==> config.mk <==
export PLATFORM = sky130hd
export DESIGN_NAME = checksum_frame_parser
export DESIGN_NICKNAME = d
export VERILOG_FILES = /design/src/cfp_pkg.sv /design/src/cfp_datapath.sv /design/src/cfp_ctrl.sv /design/src/checksum_frame_parser.sv
export VERILOG_INCLUDE_DIRS = /design/src /design/src/src
export SDC_FILE = /design/constraint.sdc
export NUM_CORES = 1
export LEC_CHECK = 0
export BUFFER_PORTS_ARGS = -buffer_cell sky130_fd_sc_hd__buf_2
export CAP_MARGIN = 30
export CORE_ASPECT_RATIO = 0.75
export CORE_MARGIN = 2
export CORE_UTILIZATION = 28
export DETAILED_ROUTE_END_ITERATION = 16
export PLACE_DENSITY = 0.51
export SYNTH_ARGS = -nofsm -noshare
export SYNTH_HDL_FRONTEND = slang
export SYNTH_SLANG_ARGS = --single-unit
==> constraint.sdc <==
create_clock -name clk_i -period 3.3 [get_ports clk_i]
set_input_delay 0.99 -clock clk_i [delete_from_list [all_inputs] [get_ports clk_i]]
set_output_delay 0.99 -clock clk_i [all_outputs]
set_load 0.05 [all_outputs]
==> src/assert_macros.svh <==
// Assertion macros shared by the frame parser modules.
// Needs clk_i and rst_ni in the scope of each use.
`ifndef ASSERT_MACROS_SVH
`define ASSERT_MACROS_SVH
`ifndef SYNTHESIS
// Check a property on every rising edge outside reset
`define CFP_ASSERT(lbl, prop, msg) \
  lbl: assert property (@(posedge clk_i) disable iff (!rst_ni) (prop)) else $error(msg);
// Check that a condition never holds
`define CFP_NEVER(lbl, cond, msg) \
  `CFP_ASSERT(lbl, !(cond), msg)
`else
`define CFP_ASSERT(lbl, prop, msg)
`define CFP_NEVER(lbl, cond, msg)
`endif
`endif

==> src/cfp_pkg.sv <==
// Shared types and constants of the checksum frame parser.
// No dependencies; used by every module of the block.
package cfp_pkg;

  localparam int MAX_PAYLOAD_DEF = 32;
  localparam int CFG_IDX_W       = 8;
  localparam int CFG_DATA_W      = 16;
  localparam int TIMER_W         = 15;

  localparam logic [7:0]         SOF_BYTE_RST = 8'd168;
  localparam logic [TIMER_W-1:0] TIMEOUT_RST  = 15'd500;

  // Sticky error flag positions
  localparam int ERR_NO_START = 0;
  localparam int ERR_CHECKSUM = 1;
  localparam int ERR_LENGTH   = 2;

  typedef enum logic [CFG_IDX_W-1:0] {
    CFG_SOF_BYTE = 8'd0,
    CFG_TIMEOUT  = 8'd1
  } cfg_reg_e;

  typedef enum logic [2:0] {
    EV_NONE     = 3'd0,
    EV_DATA     = 3'd1,
    EV_BADSTART = 3'd2,
    EV_CHECKSUM = 3'd3,
    EV_TIMEOUT  = 3'd4,
    EV_LENGTH   = 3'd5
  } event_e;

  typedef enum logic [2:0] {
    PH_START = 3'd0,
    PH_SRC   = 3'd1,
    PH_FUNC  = 3'd2,
    PH_LEN   = 3'd3,
    PH_BODY  = 3'd4
  } phase_e;

  typedef enum logic {
    CS_TAKE = 1'b0,
    CS_GIVE = 1'b1
  } ctrl_state_e;

  typedef struct packed {
    logic       op;
    logic [7:0] rx_byte;
  } cfp_in_t;

  typedef struct packed {
    event_e     event_res;
    logic [7:0] src_addr;
    logic [7:0] func_code;
    logic [5:0] payload_len;
    logic [4:0] data_index;
    logic [7:0] data_byte;
    logic       data_valid;
    logic       last;
    logic [2:0] sticky_errors;
  } cfp_out_t;

  // Controller to datapath
  typedef struct packed {
    logic step;     // take the input word
    logic advance;  // move to the next payload word
  } cfp_cmd_t;

  // Datapath to controller
  typedef struct packed {
    logic last;     // current result closes this input's burst
  } cfp_sts_t;

endpackage

==> src/cfp_datapath.sv <==
// Datapath of the frame parser: frame state, payload store, result register.
// Depends on cfp_pkg and assert_macros.svh.
`include "assert_macros.svh"
module cfp_datapath import cfp_pkg::*; #(
  parameter int MaxPayload = MAX_PAYLOAD_DEF
) (
  input  logic                  clk_i,
  input  logic                  rst_ni,
  input  cfp_in_t               in_data_i,
  input  logic                  cfg_we_i,
  input  logic [CFG_IDX_W-1:0]  cfg_index_i,
  input  logic [CFG_DATA_W-1:0] cfg_data_i,
  input  cfp_cmd_t              cmd_i,
  output cfp_sts_t              sts_o,
  output cfp_out_t              out_data_o
);

  localparam int LenW = $clog2(MaxPayload + 1);
  localparam int IdxW = (MaxPayload > 1) ? $clog2(MaxPayload) : 1;

  logic [7:0]         start_sym_q;
  logic [TIMER_W-1:0] timeout_q;

  phase_e             phase_q, phase_d;
  logic [7:0]         sum_q, sum_d;
  logic [LenW-1:0]    pos_q, pos_d;
  logic [7:0]         src_q, src_d;
  logic [7:0]         func_q, func_d;
  logic [LenW-1:0]    len_q, len_d;
  logic [TIMER_W-1:0] idle_q, idle_d;
  logic [2:0]         flags_q, flags_d;
  event_e             ev_q, ev_d;
  logic               wr_en;
  logic [IdxW-1:0]    idx_q;
  logic [IdxW-1:0]    rd_addr;
  logic [7:0]         rd_q;
  logic [7:0]         mem_q [MaxPayload];
  logic [7:0]         sum_add;
  logic               is_data;
  logic               has_bytes;

  // Configuration registers
  always_ff @(posedge clk_i or negedge rst_ni) begin
    if (!rst_ni) begin
      start_sym_q <= SOF_BYTE_RST;
      timeout_q   <= TIMEOUT_RST;
    end else if (cfg_we_i) begin
      unique case (cfg_index_i)
        CFG_SOF_BYTE: start_sym_q <= cfg_data_i[7:0];
        CFG_TIMEOUT:  timeout_q   <= cfg_data_i[TIMER_W-1:0];
        default: ;
      endcase
    end
  end

  // Work out the frame state and event caused by one input word
  always_comb begin
    phase_d = phase_q;
    sum_d   = sum_q;
    pos_d   = pos_q;
    src_d   = src_q;
    func_d  = func_q;
    len_d   = len_q;
    idle_d  = idle_q;
    flags_d = flags_q;
    ev_d    = EV_NONE;
    wr_en   = 1'b0;
    sum_add = sum_q + in_data_i.rx_byte;
    if (in_data_i.op) begin
      if (phase_q != PH_START) begin
        if (idle_q >= timeout_q) begin
          phase_d = PH_START;
          sum_d   = '0;
          pos_d   = '0;
          idle_d  = '0;
          ev_d    = EV_TIMEOUT;
        end else begin
          idle_d = idle_q + 1'b1;
        end
      end
    end else if (phase_q == PH_START) begin
      idle_d = '0;
      if (in_data_i.rx_byte == start_sym_q) begin
        phase_d = PH_SRC;
        sum_d   = in_data_i.rx_byte;
      end else begin
        flags_d[ERR_NO_START] = 1'b1;
        sum_d = '0;
        pos_d = '0;
        ev_d  = EV_BADSTART;
      end
    end else begin
      sum_d  = sum_add;
      idle_d = '0;
      unique case (phase_q)
        PH_SRC: begin
          src_d   = in_data_i.rx_byte;
          phase_d = PH_FUNC;
        end
        PH_FUNC: begin
          func_d  = in_data_i.rx_byte;
          phase_d = PH_LEN;
        end
        PH_LEN: begin
          if (in_data_i.rx_byte > 8'(MaxPayload)) begin
            flags_d[ERR_LENGTH] = 1'b1;
            phase_d = PH_START;
            sum_d   = '0;
            pos_d   = '0;
            ev_d    = EV_LENGTH;
          end else begin
            len_d   = in_data_i.rx_byte[LenW-1:0];
            pos_d   = '0;
            phase_d = PH_BODY;
          end
        end
        PH_BODY: begin
          if (pos_q == len_q) begin
            // checksum word closes the frame
            phase_d = PH_START;
            sum_d   = '0;
            pos_d   = '0;
            if (sum_add == 8'd0) begin
              ev_d = EV_DATA;
            end else begin
              flags_d[ERR_CHECKSUM] = 1'b1;
              ev_d = EV_CHECKSUM;
            end
          end else begin
            wr_en = 1'b1;
            pos_d = pos_q + 1'b1;
          end
        end
        default: ;
      endcase
    end
  end

  // Frame state and result register
  always_ff @(posedge clk_i or negedge rst_ni) begin
    if (!rst_ni) begin
      phase_q <= PH_START;
      sum_q   <= '0;
      pos_q   <= '0;
      src_q   <= '0;
      func_q  <= '0;
      len_q   <= '0;
      idle_q  <= '0;
      flags_q <= '0;
      ev_q    <= EV_NONE;
      idx_q   <= '0;
    end else if (cmd_i.step) begin
      phase_q <= phase_d;
      sum_q   <= sum_d;
      pos_q   <= pos_d;
      src_q   <= src_d;
      func_q  <= func_d;
      len_q   <= len_d;
      idle_q  <= idle_d;
      flags_q <= flags_d;
      ev_q    <= ev_d;
      idx_q   <= '0;
    end else if (cmd_i.advance) begin
      idx_q <= idx_q + 1'b1;
    end
  end

  // Payload store; read one word ahead of the output
  assign rd_addr = cmd_i.step    ? '0 :
                   cmd_i.advance ? idx_q + 1'b1 : idx_q;

  always_ff @(posedge clk_i) begin
    if (cmd_i.step && wr_en) begin
      mem_q[pos_q[IdxW-1:0]] <= in_data_i.rx_byte;
    end
    rd_q <= mem_q[rd_addr];
  end

  // Build the result word
  assign is_data   = (ev_q == EV_DATA);
  assign has_bytes = is_data && (len_q != '0);

  assign sts_o.last = !has_bytes || ((LenW'(idx_q) + LenW'(1)) == len_q);

  always_comb begin
    out_data_o               = '0;
    out_data_o.event_res     = ev_q;
    out_data_o.last          = sts_o.last;
    out_data_o.sticky_errors = flags_q;
    if (is_data) begin
      out_data_o.src_addr    = src_q;
      out_data_o.func_code   = func_q;
      out_data_o.payload_len = 6'(len_q);
    end
    if (has_bytes) begin
      out_data_o.data_index = 5'(idx_q);
      out_data_o.data_byte  = rd_q;
      out_data_o.data_valid = 1'b1;
    end
  end

  `CFP_ASSERT(a_flags_sticky, (flags_q | $past(flags_q)) == flags_q, "sticky flag cleared")
  `CFP_ASSERT(a_adv_data, cmd_i.advance |-> has_bytes, "advance outside a payload burst")
  `CFP_ASSERT(a_idle_tick, (cmd_i.step && in_data_i.op && phase_q == PH_START) |=>
              ev_q == EV_NONE, "tick while idle reported an event")

endmodule

==> src/cfp_ctrl.sv <==
// Controller of the frame parser: input/output handshake sequencing.
// Depends on cfp_pkg and assert_macros.svh.
`include "assert_macros.svh"
module cfp_ctrl import cfp_pkg::*; (
  input  logic     clk_i,
  input  logic     rst_ni,
  input  logic     in_valid_i,
  output logic     in_ready_o,
  output logic     out_valid_o,
  input  logic     out_ready_i,
  input  cfp_sts_t sts_i,
  output cfp_cmd_t cmd_o
);

  ctrl_state_e state_q, state_d;

  // Next state
  always_comb begin
    state_d = state_q;
    unique case (state_q)
      CS_TAKE: if (in_valid_i) state_d = CS_GIVE;
      CS_GIVE: if (out_ready_i && sts_i.last) state_d = CS_TAKE;
      default: state_d = CS_TAKE;
    endcase
  end

  // Handshakes and datapath commands
  always_comb begin
    in_ready_o    = 1'b0;
    out_valid_o   = 1'b0;
    cmd_o.step    = 1'b0;
    cmd_o.advance = 1'b0;
    unique case (state_q)
      CS_TAKE: begin
        in_ready_o = 1'b1;
        cmd_o.step = in_valid_i;
      end
      CS_GIVE: begin
        out_valid_o   = 1'b1;
        cmd_o.advance = out_ready_i && !sts_i.last;
      end
      default: ;
    endcase
  end

  always_ff @(posedge clk_i or negedge rst_ni) begin
    if (!rst_ni) begin
      state_q <= CS_TAKE;
    end else begin
      state_q <= state_d;
    end
  end

  `CFP_ASSERT(a_step_result, cmd_o.step |=> out_valid_o, "input word gave no result")
  `CFP_ASSERT(a_last_free, (out_valid_o && out_ready_i && sts_i.last) |=> in_ready_o, "not ready after last result")
  `CFP_ASSERT(a_burst_hold, cmd_o.advance |=> out_valid_o && !in_ready_o, "burst broke off early")
  `CFP_NEVER(a_step_adv, cmd_o.step && cmd_o.advance, "step and advance together")

endmodule

==> src/checksum_frame_parser.sv <==
// Top level of the start/length/checksum frame parser.
// Depends on cfp_pkg, cfp_ctrl and cfp_datapath.
//
// Input channel (in_valid_i/in_ready_o/in_data_i): each word is a received
// byte or a millisecond tick. Output channel (out_valid_o/out_ready_i/
// out_data_o) returns one result word per input word, or one word per
// payload byte when the input completes a good frame, the final one marked
// by last. Configuration (cfg_*) sets the start symbol and the timeout and
// is always ready; write it only while the block is idle.
// Latency: the first result is shown the cycle after the input is taken.
// Throughput: one input word is taken, then its results are given; no new
// input is taken until its last result is accepted. A payload burst gives
// one byte per cycle when not stalled, the store being read one word ahead.
// When the receiver stalls the current result holds and no input is taken.
// Reset clears the frame state, sticky flags and configuration to defaults;
// the payload store is not cleared and needs no clearing pass.
module checksum_frame_parser import cfp_pkg::*; #(
  parameter int MaxPayload = MAX_PAYLOAD_DEF
) (
  input  logic                  clk_i,
  input  logic                  rst_ni,
  input  logic                  in_valid_i,
  output logic                  in_ready_o,
  input  cfp_in_t               in_data_i,
  output logic                  out_valid_o,
  input  logic                  out_ready_i,
  output cfp_out_t              out_data_o,
  input  logic                  cfg_valid_i,
  output logic                  cfg_ready_o,
  input  logic [CFG_IDX_W-1:0]  cfg_index_i,
  input  logic [CFG_DATA_W-1:0] cfg_data_i
);

  cfp_cmd_t cmd;
  cfp_sts_t sts;

  assign cfg_ready_o = 1'b1;

  cfp_ctrl u_ctrl (
    .clk_i       (clk_i),
    .rst_ni      (rst_ni),
    .in_valid_i  (in_valid_i),
    .in_ready_o  (in_ready_o),
    .out_valid_o (out_valid_o),
    .out_ready_i (out_ready_i),
    .sts_i       (sts),
    .cmd_o       (cmd)
  );

  cfp_datapath #(
    .MaxPayload (MaxPayload)
  ) u_datapath (
    .clk_i       (clk_i),
    .rst_ni      (rst_ni),
    .in_data_i   (in_data_i),
    .cfg_we_i    (cfg_valid_i),
    .cfg_index_i (cfg_index_i),
    .cfg_data_i  (cfg_data_i),
    .cmd_i       (cmd),
    .sts_o       (sts),
    .out_data_o  (out_data_o)
  );

endmodule
=== Word-level counts from Yosys, hierarchy flattened ===
Memory sizes are Yosys's and may differ from the RTL's. A register that Yosys moved wholly into a read port is not among the register bits.
Index checks and enable logic that the tools add are counted.

* Flip-flop bits (word level): 89
* RAM bits: 256
* Input port bits: 38
* Memories kept: 1

{| class="wikitable"
|+ Memory list
! memory !! words !! bits a word !! rd ports !! clocked after Yosys merged registers in !! write ports !! RTL line !! source
|-
| u_datapath.mem_q || 32 || 8 || 1 || 1 || 1 || cfp_datapath.sv:37 || <nowiki>logic [7:0] mem_q [MaxPayload];</nowiki>
|}

* Mux-type cells: 52
* Reduce and logical (&&, ||, !) cells: 26
* Magnitude comparators: 2
* Eq/ne operators: 14
* Bitwise gates (word level): 6
* Add/sub/neg operators: 5

{| class="wikitable"
|+ Operators by type and width
! kind !! count
|-
| 8-bit 2-to-1 mux || 7
|-
| 15-bit 2-to-1 mux || 3
|-
| 3-bit 2-to-1 mux || 13
|-
| 6-bit 2-to-1 mux || 6
|-
| 22-bit 2-to-1 mux || 1
|-
| 8-bit logical NOT || 2
|-
| 8-bit one-hot mux with 2 select lines || 1
|-
| 15-bit by 1-bit adder with 15-bit output, second input constant || 1
|-
| 15-bit >= comparator || 1
|-
| 5-bit AND reduction || 3
|-
| 14-bit 2-to-1 mux || 1
|-
| 6-bit equality test || 2
|-
| 1-bit 2-to-1 mux || 12
|-
| 3-bit one-hot mux with 4 select lines || 1
|-
| 6-bit one-hot mux with 2 select lines || 1
|-
| 4-bit AND reduction || 3
|-
| 6-bit AND reduction || 2
|-
| 6-bit nonzero test || 2
|-
| 5-bit 2-to-1 mux || 2
|-
| 8-bit adder || 1
|-
| 8-bit by 1-bit equality test with 1-bit output, second input constant || 1
|-
| 8-bit equality test || 1
|-
| 8-bit by 6-bit > comparator with 1-bit output, second input constant || 1
|-
| 5-bit by 1-bit adder with 6-bit output, second input constant || 1
|-
| 20 further kinds || 36
|}

=== Logic depth before layout (Yosys ltp) ===
Gate-level depths: netlist of run 1.

* Depth in word-level cells: 9
* Gate-level depth with buffers: 13
* Mapped depth without buffers: 11

=== By module ===
From an unflattened synthesis of run 1, not the netlist that was laid out.

* Cell total of the unflattened synthesis: 1062
* Area total of the unflattened synthesis: 15436.1 um^2

{| class="wikitable"
|+ Modules (own cells, without submodules)
! module !! cells each !! instances !! area an instance (um^2)
|-
| cfp_datapath || 1053 || 1 || 15369.7
|-
| cfp_ctrl || 7 || 1 || 55.1
|-
| checksum_frame_parser || 2 || 1 || 11.3
|}

=== Worst setup path before layout of run 1 ===
OpenSTA, ideal clock, no wires.

* Path type: flip-flop to flip-flop
* From: register u_datapath.ev_q[0]
* To: register u_datapath.rd_q[6], read port of u_datapath.mem_q
* Data arrival time: 2991 ps
* Setup slack: 221 ps
* Setup time: 88 ps
* Clock period less this slack: 3079 ps
* Stages on the path, launching flop included: 13
* Data required time: 3212 ps
* Path through: dfrtp_1 > nor3b_1 > o31a_1 > and3_4 > o21ai_4 > mux2_4 > inv_2 > buf_2 > buf_1 > nand2_1 > a32oi_1 > o22ai_1 > nor4_2

* Cells in the longest elaborated chain, start to end: 9

{| class="wikitable"
|+ Ends and longest elaborated chain
! item !! RTL line !! source
|-
| start, declared || cfp_datapath.sv:32 || <nowiki>event_e ev_q, ev_d;</nowiki>
|-
| start signal, assigned || cfp_datapath.sv:161 || <nowiki>ev_q <= ev_d;</nowiki>
|-
| 3-bit by 1-bit equality test with 1-bit output || cfp_datapath.sv:180 || <nowiki>assign is_data = (ev_q == EV_DATA);</nowiki>
|-
| 1-bit logical AND || cfp_datapath.sv:181 || <nowiki>assign has_bytes = is_data && (len_q != '0);</nowiki>
|-
| 1-bit logical NOT || cfp_datapath.sv:183 || <nowiki>assign sts_o.last = !has_bytes || ((LenW'(idx_q) + LenW'(1)) == len_q);</nowiki>
|-
| 1-bit logical OR || cfp_datapath.sv:183 ||
|-
| 1-bit logical NOT || cfp_ctrl.sv:40 || <nowiki>cmd_o.advance = out_ready_i && !sts_i.last;</nowiki>
|-
| 1-bit logical AND || cfp_ctrl.sv:40 ||
|-
| 1-bit 2-to-1 mux || cfp_ctrl.sv:33 || <nowiki>unique case (state_q)</nowiki>
|-
| 5-bit 2-to-1 mux (2 in series) || n/a ||
|-
| end, declared || cfp_datapath.sv:36 || <nowiki>logic [7:0] rd_q;</nowiki>
|}

No other way between the ends.
A chain may end at the register's enable or synchronous reset.

==> impl_summary.md, run 1 <==
Run status
The flow ran to the end, and the final reports show no timing, DRC or antenna violations.

Setup path
The most critical setup path has its startpoint at u_datapath.len_q[0]. The critical path class is flip-flop to output pin. STA classifies the critical path startpoint as a flip-flop. The highest net fanout along the worst path is 15.

The endpoint kind of the worst setup timing path is an output pin. The data required time at the worst endpoint is 2310 ps. The arrival time of the worst setup path is 2290 ps. The launch point of the worst reg-to-reg path is u_datapath.len_q[0].

STA
Setup violations remaining at the end of the flow were counted as 0. In this run the tightest slew margin relative to its limit is 0.563. Setup repair after global routing could not meet its margin everywhere.

The total count of max-transition violations in the final report came to 0. The summed negative setup slack over all endpoints is 0 ps. The transition time of the tightest slew-check pin is 656 ps. The number of hold violations in the final report is 0. In the finished design, the share of the clock period the worst path needs comes to 0.993. The minimum period implied by the final worst setup slack is approximately 3300 ps. The clock skew is 27.7 ps.

The maximum achievable frequency is around 310 MHz.

Die
The core region area is between 50000 and 60000 µm². In this run the vertical extent of the chip is roughly 210 µm. The top-level port count is 84. The floorplan row count is 74. The die area is around 58000 µm². For this configuration, the core starts out at a cell density of 0.285. The die is 276 µm wide.

Logic synthesis
The proportion of netlist area held by the largest area contributor is 0.493. The average size of a mapped cell is between 10 and 15 µm². During synthesis, Yosys emitted a total of 0 warnings. The sequential cell area fraction in the yosys report is 0.647.

The number of different library cells used by synthesis comes to ~70. The number of synthesized flops with an enable pin is 256. The post-synthesis sequential element count is around 350. The most instantiated flip-flop cell in the synthesis netlist is sky130_fd_sc_hd__edfxtp_1. The synthesized area is ~16000 µm². The post-synth net total is 1252. The share of flip-flops with an asynchronous set or reset is 0.252. After synthesis, the cell types taking the most area are sky130_fd_sc_hd__edfxtp_1, sky130_fd_sc_hd__dfrtp_1, sky130_fd_sc_hd__mux2_2. The largest total area in the synthesized netlist belongs to sky130_fd_sc_hd__edfxtp_1. In the synthesized netlist, the number of instances is ~1200.

Clock network
TritonCTS built the clock tree. The later pin in the worst-skew pair is clocked with a latency of 550 ps. CTS saw around 350 sinks. After clock tree synthesis, the flow added hold-fix buffers numbering 0. The number of clock buffers added by TritonCTS is 39.

After clock tree synthesis, the clock-pin slew on the worst setup and hold paths is approximately 60 ps. The H-tree was split into 2 levels. The largest buffer count on any clock path is 3. In this run the clock root is driven by a sky130_fd_sc_hd__clkbuf_16.

Detailed routing
The total via count after detailed routing is between 10000 and 15000. In the routed layout, each cell is associated on average with a via count of just under 5. For this block, wires on met1 add up to approximately 21000 µm. The uppermost layer routed is met5.

The detailed route wirelength on metal3 is 1830 µm. The sum of routed wire length over all layers is roughly 42000 µm. The wire length on met2 is between 15000 and 20000 µm. The post-detailed-route DRC marker count is 0. Dividing the detail-routed wire length by the instance count gives roughly 20 µm. The initial DRC count is around 810. Once detail routing completed, the nets flagged for antenna violations numbered 0. The number of iterations in the first detailed-routing pass is 5.

Layout
The number of cells in the finished layout apart from fillers is 2105. The layout filler cell count is approximately 5300. The area growth from synthesis to layout is 22.1%. Of the cells placed in the final design, the portion with a size suffix greater than 1 is 0.242. The area of all placed cells without fillers is 19000 µm². The final layout contains around 1400 nets. In the layout the commonest cells are sky130_fd_sc_hd__edfxtp_1, sky130_fd_sc_hd__nand2_1, sky130_fd_sc_hd__a21oi_1.

The leading cell type in the layout, fill and taps excluded is sky130_fd_sc_hd__edfxtp_1.

GRT
Summed over all layers, the global routing overflow is 0. The global-route wire length before repair is 63000 µm. The number of global-route vias before repair is 9953. The total track usage is 0.142.

The number of antenna violations at the first check in global routing is 6. Entering global routing, the biggest net connects just under 60 pins.

Placed design
The number of placed instances, taps included, is roughly 2000. The HPWL after detailed placement is approximately 28000 µm. Buffers placed on the I/O ports in this run total 81.

After detailed placement, the total cell area comes to 17400 µm². The congestion estimate from routability-driven global placement came to approximately 0.81.

Pwr
Dividing total power by cell area gives a power density of roughly 600 nW/µm². The largest voltage drop on the vdd net is around 0.30 mV. For this design the static power due to leakage is between 7 and 8 nW.

Hold path
The worst hold path begins at u_datapath.flags_q[2]. The class of the tightest hold or removal check is flip-flop to flip-flop.

Flow run
The tool flagged a number of max-cap violations equal to 0.
==> synthesized netlist by cell type, drive strengths merged, types with 28 or more instances <==
cell type,n
a21oi,92
a22o,50
and2,37
buf,38
dfrtp,80
edfxtp,256
ha,28
inv,35
mux2,47
mux2i,49
nand2,127
nor2,67
==> logic make-up after synthesis <==
group | after synthesis | share of synthesized area
AO/OA/AOI/OAI | 252 | 0.110
XOR/XNOR | 41 | 0.0230
adder cells (fa/ha/maj) | 29 | 0.0238
buffers and inverters | 95 | 0.0316
flip-flops | 353 | 0.647
multiplexers | 96 | 0.0656
other | 1 | 0.000241
AND/OR/NAND/NOR | 318 | 0.0991
==> registers in the layout (all words and copies together), names as in the netlist, 5 cells and up <==
register and count:
u_datapath.idx_q 5, u_datapath.rd_q 8, u_datapath.func_q 8, u_datapath.start_sym_q 8
u_datapath.timeout_q 15, u_datapath.idle_q 15, u_datapath.len_q 6, u_datapath.mem_q 256
u_datapath.sum_q 8, u_datapath.src_q 8, u_datapath.pos_q 6
==> per-stage QoR <==
step                      power [mW]   util  hold slack (ps)  worst slack [ps]
after floorplan                 6.41      -              442               221
after global placement          6.95  0.318              450              -125
after detailed placement        6.99  0.318              460              -131
after CTS                       11.4  0.344              479             -26.5
after global routing            11.9  0.348              500             -45.9
final                           11.4  0.348              467              23.8
==> worst paths after layout <==
| kind | end | slack, ps | cells past startpoint |
|---|---|---|---|
| worst max-delay path | out_data_o[6] | 20 | 5 |
| worst min-delay path | u_datapath.flags_q[2] | 470 | 1 |
| worst max register to register | u_datapath.rd_q[4] | 70 | 10 |
| worst min register to register | u_datapath.flags_q[2] | 470 | 1 |
| max in group asynchronous | u_datapath.idx_q[2] | 2110 | 2 |
| min in group asynchronous | u_datapath.timeout_q[14] | 480 | 1 |
==> power by group <==
| part | total, mW | internal [mW] | switching, mW |
|---|---|---|---|
| clock | 4.41 | 2.62 | 1.79 |
| combinational | 1.83 | 0.736 | 1.09 |
| sequential | 5.15 | 5.00 | 0.154 |
| total | 11.4 | 8.35 | 3.04 |
==> critical path: stages (launching register included) <==
cell and delay (ps):
sky130_fd_sc_hd__dfrtp_1 370, sky130_fd_sc_hd__or4_1 520, sky130_fd_sc_hd__o31a_1 320, sky130_fd_sc_hd__buf_6 190, sky130_fd_sc_hd__and2_1 180, sky130_fd_sc_hd__buf_6 150
==> layer usage <==
layer | track usage | vias to the layer above
met5 | 0 | -
met4 | 0.0422 | 2
met3 | 0.0227 | 71
met2 | 0.214 | 187
met1 | 0.209 | 5132
li1 | - | 4754
==> timing repair <==
action | 4_1_cts | 5_1_grt
pin swaps | 0 | 2
setup buffers | 0 | 1
cloned | 0 | 4
resized for setup | 33 | 20
endpoints found under the setup margin | 14 | 44
==> area by class of cell <==
class	count	area (µm²)	area share
sequential	353	10100	0.530
multi-input combinational	737	5100	0.268
timing repair buffer	184	1510	0.0792
clock buffer	54	1080	0.0569
tap	722	903	0.0475
clock inverter	18	204	0.0107
inverter	35	139	0.00730
antenna	2	5.00	0.000263
(Power assumes the default switching activity.)
==> run 2, diff against run 1 <==
- GPL_TIMING_DRIVEN: not set -> 0
==> impl_summary.md, run 2 (synthesis gave the netlist of run 1 again) <==
Run status
Run status: complete, but fails checks (was finished clean). The final reports fail on negative setup slack.

STA
The maximum achievable frequency was 292 MHz (was 305 MHz). The transition time of the tightest slew-check pin is 1030 ps (was 656 ps). The period utilization is 1.04 (was 0.993). The total setup violations reported at the end of the flow was 81 (was 0). The minimum period implied by the final worst setup slack is 3430 ps (was 3280 ps). The summed negative setup slack over all endpoints came to -2590 ps (was 0 ps).

The worst relative slew slack is 0.310 (was 0.563). The total count of max-transition violations in the final report is 0 (unchanged). The worst setup margin was -129 ps (was 23.8 ps). The number of hold violations in the final report is 0 (unchanged).

The clock skew came to 22.8 ps (was 27.7 ps). Unrepaired setup endpoints after global routing: yes (unchanged).

Layout
The fraction of layout cells with a size suffix above 1 came to 0.274 (was 0.242). The flip-flop count of the largest register after layout is 256 (unchanged). The final net count is 1409 (was 1417).

The area growth from synthesis to layout is 24.7% (was 22.1%). The layout filler cell count was 5243 (was 5306). The leading cell type in the layout, fill and taps excluded is sky130_fd_sc_hd__edfxtp_1 (unchanged). Highest-count cells in the layout ignoring fill and taps: sky130_fd_sc_hd__edfxtp_1, sky130_fd_sc_hd__nand2_1, sky130_fd_sc_hd__a21oi_1 (unchanged).

Die
The floorplan row count is 74 (unchanged). The chip height is 208 µm (unchanged). The chip width is 276 µm (unchanged). The die area is 57600 µm² (unchanged).

The starting density of the core is 0.285 (unchanged). The core region area is 54700 µm² (unchanged). The top-level port count is 84 (unchanged).

GRT
The global-route wire length before repair is 66600 µm (was 63000 µm). The total track usage is 0.151 (was 0.142). The largest net degree at the start of global routing is 58 (unchanged). The number of global-route vias before repair is 10200 (was 9953).

The total grt overflow is 0 (unchanged). The number of antenna violations at the first check in global routing is 3 (was 6).

Clock network
The clock tree from TritonCTS was done (unchanged). The root cell of the clock tree was sky130_fd_sc_hd__clkbuf_16 (unchanged). The sink count of the clock tree came to 353 (unchanged).

The H-tree depth reported by CTS is 2 (unchanged). The largest buffer count on any clock path is 3 (unchanged). The total clock buffers created by CTS is 38 (was 39). The clock latency of the later-clocked register in the worst-skew pair is 540 ps (was 550 ps).

The clock-pin slew of the registers on the worst-case setup and hold paths is 60 ps (about the same).

Setup path
The launch point of the worst reg-to-reg path was u_datapath.len_q[0] (unchanged). The length in cells of the worst reg-to-reg path came to 13 (was 10). The end of the worst register-to-register path is u_datapath.rd_q[3] (was u_datapath.rd_q[4]). The kind of start point of the critical path is a flip-flop (unchanged). The highest net fanout along the worst path is 5 (was 15).

The endpoint kind of the worst setup timing path is a flip-flop (was output pin). The slowest stage cell on the critical path was sky130_fd_sc_hd__or4_4 (was sky130_fd_sc_hd__or4_1). Critical path cell sequence: or4_4, o31a_4, and3_4, o21ai_4, mux2_4, buf_12, buf_12, buf_12, buf_12, mux2i_1, a22oi_2, o22ai_2, nor4_4 (was or4_1, o31a_1, buf_6, and2_1, buf_6). The end point of the critical path is u_datapath.rd_q[3] (was out_data_o[6]).

The arrival time of the worst setup path is 3860 ps (was 2290 ps). The maximum cell stage delay along the critical path is 530 ps (was 520 ps). The number of buffer and inverter stages on the critical path is 4 (was 2).

The reg-to-reg setup timing slack was -130 ps (was 70 ps). The critical path depth is 13 (was 5). The beginning of the critical path was u_datapath.len_q[0] (unchanged). The dominant cell type by count on the critical path is sky130_fd_sc_hd__buf_12 (was sky130_fd_sc_hd__buf_6). The data required time at the worst endpoint is 3730 ps (was 2310 ps). The critical path class is flip-flop to flip-flop (was flip-flop to output pin).

The kind of cell adding the most delay to the critical path is simple AND/OR/NAND/NOR gates (unchanged).

Detailed routing
The initial DRC count came to 883 (was 806). The final routed wire length divided by cell count was 21.0 µm (was 20.0 µm). The post-detailed-route DRC marker count is 0 (unchanged). The number of vias per cell came to 4.88 (was 4.82). The number of iterations in the first detailed-routing pass is 5 (unchanged). The number of routed nets with antenna violations came to 0 (unchanged). The sum of routed wire length over all layers is 44000 µm (was 42100 µm). The total via count after detailed routing is 10200 (was 10100).

Placed design
The quantity of I/O buffers inserted on ports is 81 (unchanged). The final RePlAce weighted congestion is 0.798 (was 0.808). The detailed-placement wirelength estimate is 29200 µm (was 27700 µm).

Pwr
The cell leakage power is 7.52 nW (was 7.58 nW). The power per cell area came to 586 nW/µm² (was 599 nW/µm²). The largest voltage drop on the vdd net is 0.316 mV (was 0.303 mV). The total power after layout came to 11.4 mW (about the same).

Hold path
The class of the tightest hold or removal check was flip-flop to flip-flop (unchanged).

Flow run
The max capacitance violation total was 0 (unchanged).
==> run 2: changes by cell type in the layout (fill, tap and decap cells not counted), moves of 9 or more <==
cell,change
sky130_fd_sc_hd__buf_8,+10
sky130_fd_sc_hd__nor2_1,-26
sky130_fd_sc_hd__nor2_2,+15
sky130_fd_sc_hd__o22ai_1,-9
sky130_fd_sc_hd__buf_4,-52
sky130_fd_sc_hd__clkbuf_1,+13
sky130_fd_sc_hd__nor2_4,+11
==> run 2: cell type report <==
type / instances / area [µm²] / share of cell area
clock inverters: 19 / 184 / 0.00946
multi-input cells: 737 / 5540 / 0.285
repair buffers: 121 / 1000 / 0.0514
clock buffers: 51 / 1020 / 0.0524
plain buffers: 56 / 563 / 0.0289
inverters: 35 / 139 / 0.00714
diodes: 3 / 7.51 / 0.000386
well taps: 722 / 903 / 0.0464
flip-flops and latches: 353 / 10100 / 0.519
==> run 2: worst min-delay path by stage <==
stage                               start                     to  slack [ps]  depth (start not counted)
floorplan            u_datapath.func_q[1]   u_datapath.func_q[1]         440                          2
global placement    u_datapath.flags_q[1]  u_datapath.flags_q[1]         450                          1
detailed placement  u_datapath.flags_q[1]  u_datapath.flags_q[1]         450                          1
CTS                 u_datapath.flags_q[0]  u_datapath.flags_q[0]         470                          1
global route        u_datapath.flags_q[2]  u_datapath.flags_q[2]         500                          1
finish              u_datapath.flags_q[0]  u_datapath.flags_q[0]         470                          1
==> run 2: worst register-to-register path: stages (launching register included) <==
cell	delay, ps
sky130_fd_sc_hd__dfrtp_2	400
sky130_fd_sc_hd__or4_4	530
sky130_fd_sc_hd__o31a_4	330
sky130_fd_sc_hd__and3_4	190
sky130_fd_sc_hd__o21ai_4	70
sky130_fd_sc_hd__mux2_4	360
sky130_fd_sc_hd__buf_12	150
sky130_fd_sc_hd__buf_12	130
sky130_fd_sc_hd__buf_12	130
sky130_fd_sc_hd__buf_12	140
sky130_fd_sc_hd__mux2i_1	140
sky130_fd_sc_hd__a22oi_2	280
sky130_fd_sc_hd__o22ai_2	140
sky130_fd_sc_hd__nor4_4	330
==> run 2: what timing repair did <==
| item | 4_1_cts | 5_1_grt |
|---|---|---|
| hold buffers | 0 | 0 |
| cloned | 2 | 2 |
| gates resized for setup | 142 | 91 |
| pin swaps | 25 | 22 |
| buffers inserted | 16 | 13 |
| endpoints found under the setup margin | 106 | 304 |
==> run 2: power breakdown <==
part           leakage (nW)  internal [mW]  switching (mW)
clock                 0.589           2.42            1.78
sequential             3.52           5.00           0.158
combinational          3.42          0.839            1.19
total                  7.52           8.26            3.13
==> run 2: metal layers <==
metal  vias up  part of all wire  GRT usage
met3        46             0.051     0.0220
li1       4740                 -          -
met4         2             0.013     0.0307
met5         -           0.00030          0
met2       295              0.44      0.225
met1      5151              0.50      0.232
==> run 2: stage by stage <==
| step | std cells | utilization | cell area (µm²) | hold WS, ps | worst slack, ps |
|---|---|---|---|---|---|
| 6_report | 2097 | 0.355 | 19400 | 468 | -129 |
| 5_1_grt | 2094 | 0.355 | 19400 | 503 | -246 |
| 4_1_cts | 2079 | 0.346 | 18900 | 471 | -104 |
| 3_5_place_dp | 1994 | 0.311 | 17000 | 451 | -1170 |
| 3_3_place_gp | 1988 | 0.309 | 16900 | 450 | -1090 |
| 2_1_floorplan | 1185 | - | 15600 | 442 | 221 |
